[config.mk]
export PLATFORM = sky130hd
export DESIGN_NAME = aggregate_tag_deframer
export DESIGN_NICKNAME = d
export VERILOG_FILES = /design/src/rtl/atd_pkg.sv /design/src/rtl/aggregate_tag_deframer.sv /design/src/rtl/atd_parse.sv /design/src/rtl/atd_out_reg.sv
export VERILOG_INCLUDE_DIRS = /design/src /design/src/rtl
export SDC_FILE = /design/constraint.sdc
export NUM_CORES = 1
export LEC_CHECK = 0
export BUFFER_PORTS_ARGS = -buffer_cell sky130_fd_sc_hd__buf_2
export CORE_UTILIZATION = 48
export DETAILED_ROUTE_END_ITERATION = 10
export PLACE_DENSITY = 0.66
export SYNTH_ARGS = -nofsm -noshare
export SYNTH_HDL_FRONTEND = slang
export SYNTH_SLANG_ARGS = --single-unit
[constraint.sdc]
create_clock -name clk -period 28.5 [get_ports clk]
set_input_delay 5.7 -clock clk [delete_from_list [all_inputs] [get_ports clk]]
set_output_delay 5.7 -clock clk [all_outputs]
set_load 0.005 [all_outputs]
[src/rtl/aggregate_tag_deframer_assert.svh]
// assertion macros for the aggregate tag deframer
`ifndef AGGREGATE_TAG_DEFRAMER_ASSERT_SVH
`define AGGREGATE_TAG_DEFRAMER_ASSERT_SVH

`ifndef SYNTH
// same-cycle implication, clocked on clk, off while arst_n is low
`define ATD_ASSERT_NOW(lbl, ante, cons) \
	lbl: assert property (@(posedge clk) disable iff (!arst_n) (ante) |-> (cons)) \
		else $error("assertion failed: same-cycle check");
// next-cycle implication, clocked on clk, off while arst_n is low
`define ATD_ASSERT_NEXT(lbl, ante, cons) \
	lbl: assert property (@(posedge clk) disable iff (!arst_n) (ante) |=> (cons)) \
		else $error("assertion failed: next-cycle check");
`else
`define ATD_ASSERT_NOW(lbl, ante, cons)
`define ATD_ASSERT_NEXT(lbl, ante, cons)
`endif

`endif

[src/rtl/atd_pkg.sv]
// shared types and constants of the aggregate tag deframer
package atd_pkg;

	localparam int LENGTH_BITS_DEF = 24;

	localparam logic [7:0] KIND_AUDIO    = 8'h08;
	localparam logic [7:0] KIND_VIDEO    = 8'h09;
	localparam int         HDR_BYTES     = 11;
	localparam int         TRAILER_BYTES = 4;

	typedef enum logic [1:0] {
		STATUS_AUDIO   = 2'd0,
		STATUS_VIDEO   = 2'd1,
		STATUS_OVERRUN = 2'd2
	} status_t;

	typedef enum logic [2:0] {
		PH_DONE   = 3'b001,
		PH_HEADER = 3'b010,
		PH_SKIP   = 3'b100
	} phase_t;

	typedef struct packed {
		logic [31:0] message_timestamp;
		logic [23:0] message_length;
		logic        first_of_message;
		logic [7:0]  data_byte;
	} item_t;

	typedef struct packed {
		logic [23:0] body_length;
		logic [23:0] body_offset;
		logic [31:0] frame_timestamp;
		status_t     tag_status;
	} result_t;

endpackage

[src/rtl/aggregate_tag_deframer.sv]
// aggregate tag deframer: splits an aggregate media message into tag descriptors
//
// slave channel: one payload byte per transaction; tuser marks the first byte of
// a message, which also carries the message length and the message timestamp
// master channel: one descriptor per audio or video tag that fits in the message,
// or one overrun descriptor when a tag body runs past the message end
// other tag kinds, headers cut off by the message end and all body and trailer
// bytes give no descriptor
// descriptor path: the transaction carrying the last header byte of a tag loads
// the input register; the descriptor is then loaded into the result register,
// which raises m_axis_tvalid
// throughput: one byte per cycle sustained while m_axis_tready does not stall a
// descriptor; the parse state updates as a byte moves on to the result register
// stall: while a descriptor waits on m_axis_tready the input register still takes
// one byte; further bytes wait until the descriptor is taken
// reset: arst_n clears all parse state; the block then ignores bytes until a byte
// with the first-of-message flag arrives
module aggregate_tag_deframer #(
	parameter int LENGTH_BITS = atd_pkg::LENGTH_BITS_DEF
) (
	input  logic        clk,
	input  logic        arst_n,
	input  logic        s_axis_tvalid,
	output logic        s_axis_tready,
	// data_byte[7:0], message_length[31:8], message_timestamp[63:32]
	input  logic [63:0] s_axis_tdata,
	// first_of_message[0]
	input  logic        s_axis_tuser,
	output logic        m_axis_tvalid,
	input  logic        m_axis_tready,
	// frame_timestamp[31:0], body_offset[55:32], body_length[79:56]
	output logic [79:0] m_axis_tdata,
	// tag_status[1:0]
	output logic [1:0]  m_axis_tuser
);
	import atd_pkg::*;

	// input register stage
	logic    item_valid_s1;
	item_t   item_s1;
	logic    advance;
	logic    res_valid;
	result_t res;
	result_t res_q;

	// the held byte moves on when the result register is free or being emptied
	assign advance       = item_valid_s1 && (!m_axis_tvalid || m_axis_tready);
	assign s_axis_tready = !item_valid_s1 || advance;

	always_ff @(posedge clk or negedge arst_n) begin
		if (!arst_n) begin
			item_valid_s1 <= 1'b0;
		end else if (s_axis_tready) begin
			item_valid_s1 <= s_axis_tvalid;
		end
	end

	always_ff @(posedge clk) begin
		if (s_axis_tready && s_axis_tvalid) begin
			item_s1.data_byte         <= s_axis_tdata[7:0];
			item_s1.message_length    <= s_axis_tdata[31:8];
			item_s1.message_timestamp <= s_axis_tdata[63:32];
			item_s1.first_of_message  <= s_axis_tuser;
		end
	end

	// parse state and descriptor generation
	atd_parse #(
		.LENGTH_BITS(LENGTH_BITS)
	) u_parse (
		.clk       (clk),
		.arst_n    (arst_n),
		.item_valid(advance),
		.item      (item_s1),
		.res_valid (res_valid),
		.res       (res)
	);

	// result register
	atd_out_reg u_out (
		.clk    (clk),
		.arst_n (arst_n),
		.load   (advance && res_valid),
		.res    (res),
		.taken  (m_axis_tready),
		.valid_q(m_axis_tvalid),
		.res_q  (res_q)
	);

	assign m_axis_tdata = {res_q.body_length, res_q.body_offset, res_q.frame_timestamp};
	assign m_axis_tuser = res_q.tag_status;

`include "aggregate_tag_deframer_assert.svh"

	// a byte that cannot move on stays in the input register
	`ATD_ASSERT_NEXT(a_s1_holds, item_valid_s1 && !advance, item_valid_s1)
	// a descriptor produced by the parser is always offered next cycle
	`ATD_ASSERT_NEXT(a_res_offered, advance && res_valid, m_axis_tvalid)
	// a stalled descriptor stays offered and unchanged
	`ATD_ASSERT_NEXT(a_m_holds, m_axis_tvalid && !m_axis_tready, m_axis_tvalid && $stable(m_axis_tdata))

endmodule

[src/rtl/atd_parse.sv]
// tag parser: message state, header assembly and descriptor generation
module atd_parse #(
	parameter int LENGTH_BITS = atd_pkg::LENGTH_BITS_DEF
) (
	input  logic            clk,
	input  logic            arst_n,
	input  logic            item_valid,
	input  atd_pkg::item_t  item,
	output logic            res_valid,
	output atd_pkg::result_t res
);
	import atd_pkg::*;

	localparam int SumW = ((LENGTH_BITS > 24) ? LENGTH_BITS : 24) + 1;
	localparam logic [3:0] HdrLast = 4'(HDR_BYTES - 1);

	phase_t                 phase_q;
	logic [LENGTH_BITS-1:0] pos_q;
	logic [3:0]             hidx_q;
	logic [7:0]             kind_q;
	logic [23:0]            size_q;
	logic [31:0]            ttime_q;
	logic [31:0]            base_q;
	logic                   base_valid_q;
	logic [24:0]            skip_q;
	logic [LENGTH_BITS-1:0] hlen_q;
	logic [31:0]            hts_q;

	phase_t                 phase_d;
	logic [LENGTH_BITS-1:0] pos_d;
	logic [3:0]             hidx_d;
	logic [7:0]             kind_d;
	logic [23:0]            size_d;
	logic [31:0]            ttime_d;
	logic [31:0]            base_d;
	logic                   base_valid_d;
	logic [24:0]            skip_d;
	logic [LENGTH_BITS-1:0] hlen_d;
	logic [31:0]            hts_d;
	logic                   res_valid_d;
	result_t                res_d;
	logic [LENGTH_BITS-1:0] body;
	logic [SumW-1:0]        body_end;
	logic [31:0]            base_eff;

	always_comb begin
		phase_d      = phase_q;
		pos_d        = pos_q;
		hidx_d       = hidx_q;
		kind_d       = kind_q;
		size_d       = size_q;
		ttime_d      = ttime_q;
		base_d       = base_q;
		base_valid_d = base_valid_q;
		skip_d       = skip_q;
		hlen_d       = hlen_q;
		hts_d        = hts_q;
		res_valid_d  = 1'b0;
		res_d        = '0;
		body         = pos_q + 1'b1;
		body_end     = '0;
		base_eff     = base_q;

		if (item_valid) begin
			// new message: restart and latch length and timestamp
			if (item.first_of_message) begin
				phase_d      = PH_HEADER;
				pos_d        = '0;
				hidx_d       = '0;
				base_valid_d = 1'b0;
				skip_d       = '0;
				hlen_d       = LENGTH_BITS'(item.message_length);
				hts_d        = item.message_timestamp;
			end

			body = pos_d + 1'b1;
			if (phase_d != PH_DONE) begin
				if (pos_d >= hlen_d) begin
					phase_d = PH_DONE;
				end else begin
					pos_d = body;
					if (phase_d == PH_SKIP) begin
						if (skip_d != '0)
							skip_d = skip_d - 1'b1;
						if (skip_d == '0) begin
							phase_d = PH_HEADER;
							hidx_d  = '0;
						end
					end else begin
						case (hidx_d)
							4'd0: kind_d = item.data_byte;
							4'd1: size_d[23:16] = item.data_byte;
							4'd2: size_d[15:8] = item.data_byte;
							4'd3: size_d[7:0] = item.data_byte;
							4'd4: ttime_d = {8'h00, item.data_byte, 16'h0000};
							4'd5: ttime_d[15:8] = item.data_byte;
							4'd6: ttime_d[7:0] = item.data_byte;
							4'd7: ttime_d[31:24] = item.data_byte;
							default: ;
						endcase

						if (hidx_d == HdrLast) begin
							hidx_d   = '0;
							body_end = SumW'(body) + SumW'(size_d);
							res_d.body_offset = 24'(body);
							res_d.body_length = size_d;
							if (body_end > SumW'(hlen_d)) begin
								// body runs past the message end
								res_valid_d      = 1'b1;
								res_d.tag_status = STATUS_OVERRUN;
								phase_d          = PH_DONE;
							end else begin
								base_eff = base_valid_d ? base_d : ttime_d;
								base_d       = base_eff;
								base_valid_d = 1'b1;
								res_d.frame_timestamp = hts_d + (ttime_d - base_eff);
								if (kind_d == KIND_AUDIO) begin
									res_valid_d      = 1'b1;
									res_d.tag_status = STATUS_AUDIO;
								end else if (kind_d == KIND_VIDEO) begin
									res_valid_d      = 1'b1;
									res_d.tag_status = STATUS_VIDEO;
								end
								skip_d  = 25'(size_d) + 25'(TRAILER_BYTES);
								phase_d = PH_SKIP;
							end
						end else begin
							hidx_d = hidx_d + 1'b1;
						end
					end
				end
			end
		end
	end

	always_ff @(posedge clk or negedge arst_n) begin
		if (!arst_n) begin
			phase_q      <= PH_DONE;
			pos_q        <= '0;
			hidx_q       <= '0;
			kind_q       <= '0;
			size_q       <= '0;
			ttime_q      <= '0;
			base_q       <= '0;
			base_valid_q <= 1'b0;
			skip_q       <= '0;
			hlen_q       <= '0;
			hts_q        <= '0;
		end else begin
			phase_q      <= phase_d;
			pos_q        <= pos_d;
			hidx_q       <= hidx_d;
			kind_q       <= kind_d;
			size_q       <= size_d;
			ttime_q      <= ttime_d;
			base_q       <= base_d;
			base_valid_q <= base_valid_d;
			skip_q       <= skip_d;
			hlen_q       <= hlen_d;
			hts_q        <= hts_d;
		end
	end

	assign res_valid = res_valid_d;
	assign res       = res_d;

`include "aggregate_tag_deframer_assert.svh"

	`ATD_ASSERT_NOW(a_skip_hidx_clear, phase_q == PH_SKIP, hidx_q == '0)
	`ATD_ASSERT_NEXT(a_overrun_ends, res_valid && res.tag_status == STATUS_OVERRUN, phase_q == PH_DONE)
	`ATD_ASSERT_NEXT(a_tag_then_skip, res_valid && res.tag_status != STATUS_OVERRUN, phase_q == PH_SKIP && base_valid_q)

endmodule

[src/rtl/atd_out_reg.sv]
// result register holding one descriptor until the receiver takes it
module atd_out_reg (
	input  logic             clk,
	input  logic             arst_n,
	input  logic             load,
	input  atd_pkg::result_t res,
	input  logic             taken,
	output logic             valid_q,
	output atd_pkg::result_t res_q
);
	import atd_pkg::*;

	always_ff @(posedge clk or negedge arst_n) begin
		if (!arst_n) begin
			valid_q <= 1'b0;
		end else if (load) begin
			valid_q <= 1'b1;
		end else if (taken) begin
			valid_q <= 1'b0;
		end
	end

	always_ff @(posedge clk) begin
		if (load) begin
			res_q <= res;
		end
	end

endmodule
Yosys cells after proc, flatten, opt, wreduce, memory -nomap -nowiden
Cells that the tools add are included.
Word-level totals
  register bits after elaboration: 358
  word-level logic and storage cells: 161
Operators by class
  add/subtract/negate cells: 7
  magnitude comparators: 2
  eq/ne operators: 12
  multiplexer cells: 96
  bitwise operators: 6
  reduce and logical (&&, ||, !) cells: 16
Operators by type and width (number)
  $mux W25: 12
  $mux W8: 37
  $mux W24: 6
  $mux W32: 3
  $pmux W8 S2: 3
  $add A32 B32 Y32: 1
  $sub A32 B32 Y32: 1
  $mux W4: 7
  $add A24 B24 Y25: 1
  $add A24 B3 Y25 const B: 1
  $gt A25 B24 Y1: 1
  $logic_not A25 Y1: 1
  $reduce_bool A25 Y1: 1
  $sub A25 B1 Y25 const B: 1
  $add A24 B1 Y24 const B: 1
  $ge A24 B24 Y1: 1
  $mux W3: 8
  $mux W1: 19
  $eq A4 B3 Y1 const B: 4
  $eq A8 B4 Y1 const B: 2
  $eq A4 B2 Y1 const B: 2
  $reduce_or A7 Y1: 1
  $not A1 Y1: 6
  $reduce_and A6 Y1: 1
  14 further kinds: 18

Depth between registers and ports, before layout
Gate-level depths: netlist of run 1.
  word-level depth: 21
  mapped depth: 37
  depth with buffers taken out: 29

Hierarchy
Synthesis of run 1 repeated with hierarchy kept, for this count alone.
Second synthesis, totals
  cells, all modules: 2117
  area, all modules: 21745.9 µm²
By module, submodules not included
  atd_parse: times used 1, cells an instance 1960, area each 17215.3 µm²
  atd_out_reg: times used 1, cells an instance 85, area each 2498.6 µm²
  aggregate_tag_deframer: times used 1, cells an instance 72, area each 2031.9 µm²

Worst setup path before layout of run 1
OpenSTA, ideal clock, no wires.
  path kind: in2out
  from: input m_axis_tready
  to: output s_axis_tready
  data arrival time: 5874 ps
  data required time: 22800 ps
  slack: 16926 ps
  stages on the path: 1
  buffers on the path: 0
  cells stage by stage: nand3b_1
Between the ends
  word-level cells in the longest chain between the ends: 3
RTL lines
  start, declared: RTL line aggregate_tag_deframer.sv:30  | input logic m_axis_tready,
  $logic_or A1 B1 Y1: RTL line aggregate_tag_deframer.sv:47  | assign advance = item_valid_s1 && (!m_axis_tvalid || m_axis_tready);
  $logic_and A1 B1 Y1: RTL line aggregate_tag_deframer.sv:47
  $logic_or A1 B1 Y1: RTL line aggregate_tag_deframer.sv:48  | assign s_axis_tready = !item_valid_s1 || advance;
  end, declared: RTL line aggregate_tag_deframer.sv:24  | output logic s_axis_tready,
No other way between the ends.

Worst setup path in the final report of run 1
Ends and elaborated chain as after synthesis.

==> results of run 1 <==
[tightest hold or removal path, stage by stage (launching register included)]
cell and delay, ps:
sky130_fd_sc_hd__dfrtp_1 330, sky130_fd_sc_hd__nand2_1 40, sky130_fd_sc_hd__o21ai_0 60
[cells by family after synthesis]
kind of cell	Yosys count	synth area share (%)
mux	134	6.54
xor+xnor	91	3.74
flops	358	45.5
buf+inv	214	3.82
simple gates	682	15.3
fa+ha+maj	144	9.58
compound gates	548	15.6
[Yosys cell counts (all sizes together), types with 6 or more instances]
| library cell | count |
|---|---|
| and2 | 27 |
| a211oi | 16 |
| ha | 112 |
| xnor2 | 58 |
| inv | 108 |
| xor2 | 33 |
| o211ai | 6 |
| or2 | 7 |
| fa | 32 |
| nand4 | 11 |
| a21o | 24 |
| nor2 | 166 |
| nor2b | 47 |
| dfrtp | 210 |
| nor3 | 48 |
| and3 | 44 |
| o31ai | 17 |
| mux2i | 92 |
| buf | 11 |
| or4 | 7 |
| o21ai | 211 |
| or3 | 12 |
| mux2 | 42 |
| nand3 | 48 |
| a22o | 21 |
| clkbuf | 94 |
| edfxtp | 147 |
| a31oi | 32 |
| nor4 | 6 |
| and4 | 7 |
| nand2 | 225 |
| nand2b | 16 |
| o21a | 16 |
| a21oi | 142 |
[worst paths after layout]
path | start | endpoint | slack, ps | depth (start not counted)
max | m_axis_tready | s_axis_tready | 16660 | 3
min | u_parse.ttime_q[31] | u_parse.ttime_q[31] | 470 | 2
max reg2reg | item_s1[8] | u_out.res_q[19] | 19270 | 27
min reg2reg | u_parse.ttime_q[31] | u_parse.ttime_q[31] | 470 | 2
max in group asynchronous | arst_n | u_parse.hts_q[7] | 21930 | 2
min in group asynchronous | arst_n | u_parse.hlen_q[3] | 5130 | 1
[power breakdown]
part	total (mW)	switching, mW	internal (mW)	leakage [nW]
Combinational	0.723	0.439	0.285	6.21
Sequential	0.621	0.0344	0.586	4.20
Clock	0.534	0.218	0.316	0.655
[state kept, by name (all words and copies together) (netlist names)]
name and cells:
u_out.res_q 82, item_s1 65, u_parse.base_q 32, u_parse.hts_q 32
u_parse.ttime_q 32, u_parse.skip_q 25, u_parse.hlen_q 24, u_parse.pos_q 24
u_parse.size_q 24, u_parse.kind_q 8, u_parse.hidx_q 4, u_parse.phase_q 3
item_valid_s1 1, u_out.valid_q 1, u_parse.base_valid_q 1
[area by class of cell]
type                            instances  area (sq um)  share of cell area (%)
Timing Repair Buffer                  174           935                    3.90
Tap cell                              585           732                    3.05
Inverter                              109           409                    1.71
Clock inverter                         15           161                   0.673
Sequential cell                       358          9700                    40.4
Multi-Input combinational cell       1599         10900                    45.3
Clock buffer                           61          1180                    4.94
[layer usage]
metal  track usage (%)  up-vias  routed length, microns
met1              35.7     8117                   25700
met4              11.4        0                    2300
met5                 0        -                       0
li1                  -     7990                       -
met3              3.41      120                    2980
met2              45.5      483                   29200
==> impl_summary.md, run 1 <==
Run status
The flow ran to the end, and the final reports show no timing, DRC or antenna violations.

Route
After detailed routing, the average wire length per cell comes to 20.8 microns. The detailed router finished its first iteration with 1242 violations. The total DRC errors in the routed layout is 0. Wires add up to 60300 microns. Dividing the detail-routed via count by the number of cells gives 5.76. Across all layers, the routed design uses 16710 vias. The length of the first detailed-routing pass in iterations is 5.

In this run the remaining antenna-violating nets after routing total 0.

Pwr
Across the VDD grid, the largest voltage drop is 0.0595 mV. The sum of internal, switching and leakage power is 1.88 mW. Power spread over the standard cell area amounts to 78.3 nW/um^2. The analysis attributes to cell leakage a power of 11.1 nW.

Layout
The final cell count without fillers is 2901. At the end of the flow the core is filled with cells to 55.2%. The antenna cell count is 0. The fraction of layout instances using a drive strength above 1 is 13.2%. The most common cell after layout, fill and taps aside is sky130_fd_sc_hd__nand2_1.

Leaving out fill and tap cells, the most frequent cells in the layout are 221 x sky130_fd_sc_hd__nand2_1, 210 x sky130_fd_sc_hd__dfrtp_1, 205 x sky130_fd_sc_hd__o21ai_0. The filler cells instantiated in the layout total 3901. The finished cells cover 24000 sq um. For this run, the post-layout net count is 2496. The area growth from synthesis to layout is 12.5%.

Floorplan
The area of the placeable core is 43500 sq um. During I/O placement, the number of pins put on the boundary was 153. The effective utilization at floorplan is 49.0%. In this run the core area contains 76 standard-cell rows.

The die boundary height is 213 microns. The die is 213 microns wide. The floorplan step defined a die boundary enclosing 45200 sq um.

Global routing
The maximum number of pins on one net before global-route repair is 121. The remaining global-route overflow is 0. In the global route stage, overall resource usage came out at 27.2%.

The number of antenna violations at the first check in global routing was 0. The first global-routing pass estimated 93900 microns of wire. The number of global-route vias before repair was 16622.

Worst setup path
STA puts the critical path data required time at 22800 ps. In this design, the stage delay of the slowest critical-path cell is 180 ps. The critical path contains buffers and inverters numbering 2 combined. Walking the worst path, the cells encountered are buf_2 > nand3b_1 > buf_2.

The dominant delay contributor by cell family on the critical path is buffers and inverters. The library cell contributing the largest single delay on the critical path is sky130_fd_sc_hd__nand3b_1. The worst setup path is captured at a primary output.

STA classifies the critical path startpoint as an input port. Along the worst path, the maximum fanout reaches 3. The most numerous cell type found on the critical path is sky130_fd_sc_hd__buf_2.

The critical path is of the input port to primary output type. The data arrival at the endpoint of the critical path is 6140 ps.

STA
The minimum clock period is 11840 ps. For the pin with the worst max-slew slack, the measured transition is 1300 ps. Setup repair after global routing left no endpoint under its margin. The final total negative setup slack is 0 ps. The number of hold-slack violations in the final timing report is 0.

The final setup slack of the worst path is 16660 ps. The fmax is 0.0845 GHz. The post-route fraction of the period consumed by the critical path is 41.5%.

Hold is met by 469 ps. The count of final max-slew check failures is 0. Headroom to the max-slew limit came out at 13.4%. The final setup violation count is 0. The clock skew after layout is 20.9 ps.

CTS
After clock tree synthesis, the clock-pin slew on the worst setup and hold paths is 60 ps. The quantity of gates resized following cts is 0. The post-CTS repair timing setup buffer count is 0. The later pin in the worst-skew pair is clocked with a latency of 580 ps. The TritonCTS clock tree is yes. The maximum count of clock buffers along a single path is 3.

Hold repair after CTS inserted 0 buffers. The CTS buffer count is 41. In this run the number of H-tree levels came out at 2. The root buffer cell is sky130_fd_sc_hd__clkbuf_16. The number of sinks handled by clock tree synthesis is 358.

Place
Summing all placed instances gives a cell area of 22600 sq um. The count of input and output buffers is 152. The global placer's final weighted congestion is 1.01. The detailed placer's ending HPWL is 42600 microns. The number of placed instances, taps included is 2825. The worst-case setup slack after placement is 16670 ps.

Logic synthesis
The share of the synthesized area in the top cell type is 24.7%. The post-synthesis async set-or-reset flop share is 58.9%. The mean area per synthesized cell is 9.82 sq um. The number of synthesized flops with an enable pin is 147. For this run, the leading register cell type out of synthesis is sky130_fd_sc_hd__dfrtp_1. In this run the cell area of the synthesized design comes to 21300 sq um. The number of library cell types mapped by synthesis is 81. Of all cell types, the one taking the most synthesized area is sky130_fd_sc_hd__dfrtp_1.

In the post-synthesis netlist, the biggest area contributors are sky130_fd_sc_hd__dfrtp_1 25%, sky130_fd_sc_hd__edfxtp_1 21%, sky130_fd_sc_hd__ha_1 6.6%. The synthesized instance count is 2171. The number of register bits inferred by synthesis is 358.

Of the synthesized area, sequential elements account for 45.5%. The number of nets in the synthesized netlist is 2384. During synthesis, Yosys emitted a total of 0 warnings.

Worst hold path
The kind of path behind the tightest hold check is flip-flop to flip-flop.

Job
The total of max-cap violations is 0.
(Power assumes the default switching activity.)
==> inputs of run 2 (changes only) <==
Clock period 28.5 ns to 12.2 ns, I/O delays scaled along.
==> run 2 against run 1 <==
Effect of this change: flip-flop and latch count did not move; highest routed layer unchanged; largest power group unchanged; die area unchanged; critical endpoint is now u_out.res_q[66]; routed wire length is essentially flat; non-clock buffer count rose by 1; via count up 0.26%; critical path type is now flip-flop to flip-flop.
==> impl_summary.md, run 2 (same netlist as run 1, synthesis figures left out) <==
Run status
The flow ran to the end, and the final reports show no timing, DRC or antenna violations.

STA
Setup repair after global routing left no endpoint under its margin. The pin slew with the least headroom to its limit is 1050 ps. The headroom to the max-slew limit is 29.9%.

The minimum clock period is 8610 ps. The clock skew after layout is 17.7 ps. The final total negative setup slack is 0 ps.

The post-route fraction of the period consumed by the critical path is 70.6%. Based on the critical path, the design can be clocked at up to 0.116 GHz. The count of final max-slew check failures is 0.

The number of hold-slack violations in the final timing report is 0. Setup violations remaining at the end of the flow were counted as 0.

Global routing
The first global-routing pass estimated 93500 microns of wire. The number of antenna violations at the first check in global routing is 0. Summed over all layers, the global routing overflow is 0. Across every metal layer, demand over resource in global routing totals 27.1%. The number of global-route vias before repair is 16432. Entering global routing, the biggest net connects 108 pins.

CTS
No sink is reached through more buffers than the 3 on the longest clock path. In this run, post-CTS repair resized a total of 0 instances. TritonCTS created 40 clock buffers.

The number of sinks handled by clock tree synthesis is 358. TritonCTS built the clock tree. The number of H-tree levels is 2. The post-CTS repair timing setup buffer count is 0. The clock transition at the registers of the reported paths is 60 ps. The root buffer cell is sky130_fd_sc_hd__clkbuf_16.

The number of buffers inserted by hold repair at cts is 0. The insertion delay of the later-clocked pin in the worst-skew pair is 570 ps.

Floorplan
From bottom edge to top edge, the die measures 213 microns. The die covers 45200 sq um. The core region is 43500 sq um. The number of rows in the core area is 76. Pin placement for this block handled 153 I/O pins. The effective utilization at floorplan is 49.0%.

The die is 213 microns wide.

Route
The number of nets with antenna violations after detailed routing is 0. The highest layer touched by signal routing is met4. After detailed routing, the met2 layer carries 29100 microns of wire. The length of the first detailed-routing pass in iterations is 5. The routed length on met3 is 3240 microns. The first routing iteration left 1283 violations. The post-detailed-route wirelength per cell is 20.8 microns. The routed via count is 16754. The routed length on met1 is 25500 microns.

The total DRC errors in the routed layout is 0. The via density per instance is 5.78. The routed design has 60300 microns of wire.

Layout
Of the cells placed in the final design, the portion with a size suffix greater than 1 is 13.4%. The final cell count without fillers is 2898. The area added between synthesis and finish is 12.4%. The largest registers in the layout are u_out.res_q: 82 flops, item_s1: 65 flops. The post-route core utilization is 55.1%. In the layout the commonest cells are 221 x sky130_fd_sc_hd__nand2_1, 210 x sky130_fd_sc_hd__dfrtp_1, 205 x sky130_fd_sc_hd__o21ai_0. The post-route cell area is 23900 sq um.

The largest register by flop count is u_out.res_q. The net count of the finished layout is 2496. The most common cell after layout, fill and taps aside is sky130_fd_sc_hd__nand2_1. The antenna cell count is 0.

The register with the most flip-flops in the layout has 82 of them.

Worst setup path
The endpoint type of the worst setup path is a flip-flop. The number of buffers and inverters on the critical path is 4. The type of element launching the critical path is a flip-flop. For the worst setup path, the data required time is 12380 ps. The cell family contributing the most delay on the critical path is simple AND/OR/NAND/NOR gates.

In this run the worst path has a maximum fanout of 107. On the critical path, the stage with the largest delay is an instance of sky130_fd_sc_hd__buf_4. Data arrives at the worst endpoint at 8790 ps. The cell with the most instances on the worst path is sky130_fd_sc_hd__nand2_1.

The critical path class is flip-flop to flip-flop. In this design, the stage delay of the slowest critical-path cell is 720 ps.

Place
Detailed placement finished with a half-perimeter wire length of 42300 microns. Port buffering added 152 buffers. In this run, placement finished with an instance count of 2826. The placed instances occupy a cell area of 22700 sq um. At the end of routability-driven placement, the weighted congestion stood at 0.946.

Worst hold path
The worst hold path belongs to the class flip-flop to flip-flop.

Job
The tool flagged a number of max-cap violations equal to 0.

Pwr
Power spread over the standard cell area amounts to 181 nW/um^2. The worst voltage drop across the vdd grid is 0.150 mV. The sum of internal, switching and leakage power is 4.33 mW.

Summed over all cells, the static leakage comes to 11.1 nW.
[run 2: cell count changes in the layout (fill, tap and decap cells not counted), sizes merged]
cell,previous run,this run
bufinv,3,0
clkinvlp,2,0
buf,173,174
clkbuf,62,61
clkinv,10,11
inv,109,110
[run 2: per-layer routing]
metal  vias to the layer above  global-route usage [%]
met4                         0                    10.9
met5                         -                       0
met2                       544                    45.6
met1                      8088                    35.0
li1                       7993                       -
met3                       129                    3.85
[run 2: metrics by stage]
stage / hold slack [ps] / worst slack (ps)
2_1_floorplan: 442 / 1830
3_3_place_gp: 454 / 3890
3_5_place_dp: 469 / 3810
4_1_cts: 481 / 3750
5_1_grt: 494 / 2800
6_report: 476 / 3590
[run 2: final timing paths]
| path | slack, ps | depth (start not counted) | endpoint | startpoint |
|---|---|---|---|---|
| worst max-delay path | 3590 | 27 | u_out.res_q[66] | item_s1[8] |
| worst min-delay path | 480 | 2 | u_parse.hts_q[24] | u_parse.hts_q[24] |
| worst max register to register | 3590 | 27 | u_out.res_q[66] | item_s1[8] |
| worst min register to register | 480 | 2 | u_parse.hts_q[24] | u_parse.hts_q[24] |
| max in group asynchronous | 8850 | 2 | u_parse.ttime_q[17] | arst_n |
| min in group asynchronous | 1930 | 1 | u_parse.hlen_q[2] | arst_n |
[run 2: where the power goes]
part,internal [mW],switching (mW),total [mW]
clock,0.692,0.504,1.20
sequential,1.37,0.0794,1.45
combinational,0.666,1.02,1.69
total,2.73,1.60,4.33
[run 2: final cells by class]
cell class	count	area, sq um
Multi-Input combinational cell	1599	10900
Clock buffer	60	1220
Inverter	109	409
Sequential cell	358	9700
Timing Repair Buffer	175	955
Clock inverter	12	73.8
Tap cell	585	732
Fill cell	3841	19500
[run 2: worst min-delay path, delay by kind of cell (launching register included)]
| kind | cells | cell delay [ps] |
|---|---|---|
| flops | 1 | 340 |
| simple gates | 1 | 40 |
| compound gates | 1 | 60 |
==> inputs of run 3 (changes only) <==
Settings changed: PLACE_DENSITY 0.66 to 0.68.
Clock period 12.2 ns to 7.2 ns, I/O delays scaled along.
==> run 3 against run 2 <==
Effect of this change: clock power is 68% higher; flip-flop and latch count stayed put; largest power group unchanged; non-clock buffer count is 33 higher; core utilization is 0.73 points higher; register-to-register slack worse by 3200 ps; maximum frequency is 26% higher; sequential power is 69% higher; first-iteration DRC count is 12% higher; count of clock-buffer cells in the layout is 3 lower; highest routed layer unchanged; die area stayed put; critical path depth is 1 higher.
==> impl_summary.md, run 3 (same netlist as run 1, synthesis figures left out) <==
Run status
The run finished with clean final reports.

Layout
The largest registers in the layout are u_out.res_q: 82 flops, item_s1: 65 flops. The post-route cell area is 24300 sq um. After the flow finishes, the layout carries non-filler instances totaling 2935. The sequential cells in the finished layout cover a total of 9700 sq um. The count of nets after finishing is 2530. In the final layout, the multi-input gates occupy 10900 sq um. The top cell types in the final layout, fill and taps aside, are 221 x sky130_fd_sc_hd__nand2_1, 210 x sky130_fd_sc_hd__dfrtp_1, 204 x sky130_fd_sc_hd__o21ai_0. The fraction of layout instances using a drive strength above 1 is 14.9%. Leaving out fill and tap cells, the most frequent cell in the layout is sky130_fd_sc_hd__nand2_1. The layout filler cell count is 3821. The antenna cell count is 0.

The area growth from synthesis to layout is 13.8%. The largest register by flop count is u_out.res_q. The register with the most flip-flops in the layout has 82 of them.

Place
The worst-case setup slack after placement is 171 ps. At the end of routability-driven placement, the weighted congestion stood at 0.920. Once placement finished, the instance area stood at 22900 sq um. Summed over all nets, the half-perimeter wirelength after detailed placement is 44900 microns.

The number of placed instances, taps included is 2857. The count of input and output buffers is 152.

Route
The total DRC errors in the routed layout is 0. The via density per instance is 5.82. The iteration-0 DRC count of the detailed router is 1443. The number of nets with antenna violations after detailed routing is 0. Signal routing reaches up to met4. After detailed routing, the average wire length per cell comes to 21.2 microns. After detailed routing, the met3 layer carries 3400 microns of wire. For this block, wires on met1 add up to 25800 microns.

The wire length on met2 is 30400 microns. The routed via count is 17088. The first detailed-routing pass ran for 6 iterations.

The total length of routed wires is 62200 microns.

Worst setup path
The end of the critical path is u_parse.skip_q[14]. The worst reg2reg path depth is 28. STA classifies the critical path endpoint as a flip-flop. At the worst endpoint, the required time is 7610 ps. The endpoint identified for the worst register-to-register timing path is u_parse.skip_q[14].

In this run the worst setup path begins at item_s1[8]. The slack of the worst reg-to-reg path is 370 ps. The worst flop-to-flop path startpoint is item_s1[8]. The data arrival at the endpoint of the critical path is 7240 ps.

The library cell contributing the largest single delay on the critical path is sky130_fd_sc_hd__or4_1. The maximum cell stage delay along the critical path is 530 ps. STA classifies the critical path startpoint as a flip-flop. The worst setup path is of the flip-flop to flip-flop kind.

The maximum fanout encountered on the critical timing path is 11.

STA
The pin slew with the least headroom to its limit is 1160 ps. After layout, the worst setup slack is 367 ps. Based on the critical path, the design can be clocked at up to 0.146 GHz.

The final setup violation count is 0. The headroom to the max-slew limit is 22.5%. The clock skew after layout is 18.3 ps. The count of final max-slew check failures came to 0. The routed design could run at a clock period as short as 6830 ps. The number of hold-slack violations in the final timing report was 0. The post-route fraction of the period consumed by the critical path is 94.9%.

CTS
TritonCTS built the clock tree. The number of sinks handled by clock tree synthesis is 358. The CTS buffer count is 41. The maximum count of clock buffers along a single path is 3. The root buffer cell is sky130_fd_sc_hd__clkbuf_16.

CTS built an H-tree with a depth of 2. The insertion delay of the later-clocked pin in the worst-skew pair is 580 ps. Clock-pin slew was measured on the worst setup and hold paths at 60 ps.

Floorplan
The area of the placeable core is 43500 sq um. The number of rows in the core area is 76. During I/O placement, the number of pins put on the boundary was 153.

From bottom edge to top edge, the die measures 213 microns. The effective utilization at floorplan is 49.0%. The die covers 45200 sq um.

The die boundary width is 213 microns.

Global routing
The number of antenna violations at the first check in global routing was 1. The total global routing track utilization is 28.1%. The number of global-route vias before repair is 17084. The maximum number of pins on one net before global-route repair is 171. The first-pass GRT wire length is 96800 microns. The remaining global-route overflow is 0.

Worst hold path
The worst hold path belongs to the class flip-flop to flip-flop.

Pwr
The worst-case IR drop observed on VDD is 0.282 mV. The leakage component of the power is 11.2 nW. The total power per unit cell area is 306 nW/um^2.

The sum of internal, switching and leakage power is 7.41 mW.

Job
The tool flagged a number of max-cap violations equal to 0.
## run 3: changes by cell type in the layout (fill, tap and decap cells not counted), moves of 2 or more
cell                         previous run  this run
sky130_fd_sc_hd__buf_12                 1         4
sky130_fd_sc_hd__buf_4                 22        52
sky130_fd_sc_hd__clkbuf_1               8        11
sky130_fd_sc_hd__clkbuf_8              11         4
sky130_fd_sc_hd__clkinv_1               2         4
sky130_fd_sc_hd__clkinv_2               7        10
sky130_fd_sc_hd__clkinvlp_4             0         3
sky130_fd_sc_hd__nor3_1                44        42
sky130_fd_sc_hd__nor3_2                 3         5
## run 3: power breakdown
part	switching (mW)	internal [mW]	total [mW]
Combinational	1.78	1.16	2.94
Sequential	0.130	2.32	2.45
Clock	0.886	1.14	2.02
Total	2.79	4.62	7.41
## run 3: critical path, delay by kind of cell, from the launching register on
kind | cells | cell delay, ps
AO/OA/AOI/OAI | 7 | 1300
XOR/XNOR | 2 | 410
adder cells (fa/ha/maj) | 2 | 640
buffers and inverters | 2 | 410
flip-flops | 1 | 510
AND/OR/NAND/NOR | 15 | 3370
## run 3: layer usage
layer	up-vias	GRT usage (%)
met2	558	47.3
met4	0	12.9
met5	-	0
li1	8057	-
met3	141	3.59
met1	8332	36.0
## run 3: through the flow
stage / util (%) / TNS [ps] / hold WS (ps)
floorplan: - / 0 / 442
detailed placement: 52.8 / 0 / 466
global placement: 52.8 / 0 / 455
CTS: 55.8 / 0 / 479
global route: 55.8 / -15.0 / 489
finish: 55.8 / 0 / 474
## run 3: final cells by class
class | instances | area share [%]
Multi-Input combinational cell | 1599 | 44.9
Sequential cell | 358 | 40.0
Timing Repair Buffer | 208 | 5.11
Clock buffer | 57 | 4.78
Tap cell | 585 | 3.02
Inverter | 109 | 1.69
Clock inverter | 19 | 0.531
## run 3: timing repair
action                     in CTS  in global routing
hold buffers                    0                  0
gates resized for setup         0                  3
setup endpoints to repair       0                147
buffers inserted                0                  2
## run 3: worst min-delay path by stage
stage	cells past startpoint	slack (ps)	from	end
4_1_cts	2	480	u_parse.ttime_q[25]	u_parse.ttime_q[25]
6_report	2	470	u_parse.ttime_q[25]	u_parse.ttime_q[25]
5_1_grt	2	490	u_parse.ttime_q[24]	u_parse.ttime_q[24]
3_3_place_gp	2	450	u_parse.ttime_q[27]	u_parse.ttime_q[27]
2_1_floorplan	2	440	u_parse.hlen_q[0]	u_parse.hlen_q[0]
3_5_place_dp	2	470	u_parse.ttime_q[25]	u_parse.ttime_q[25]
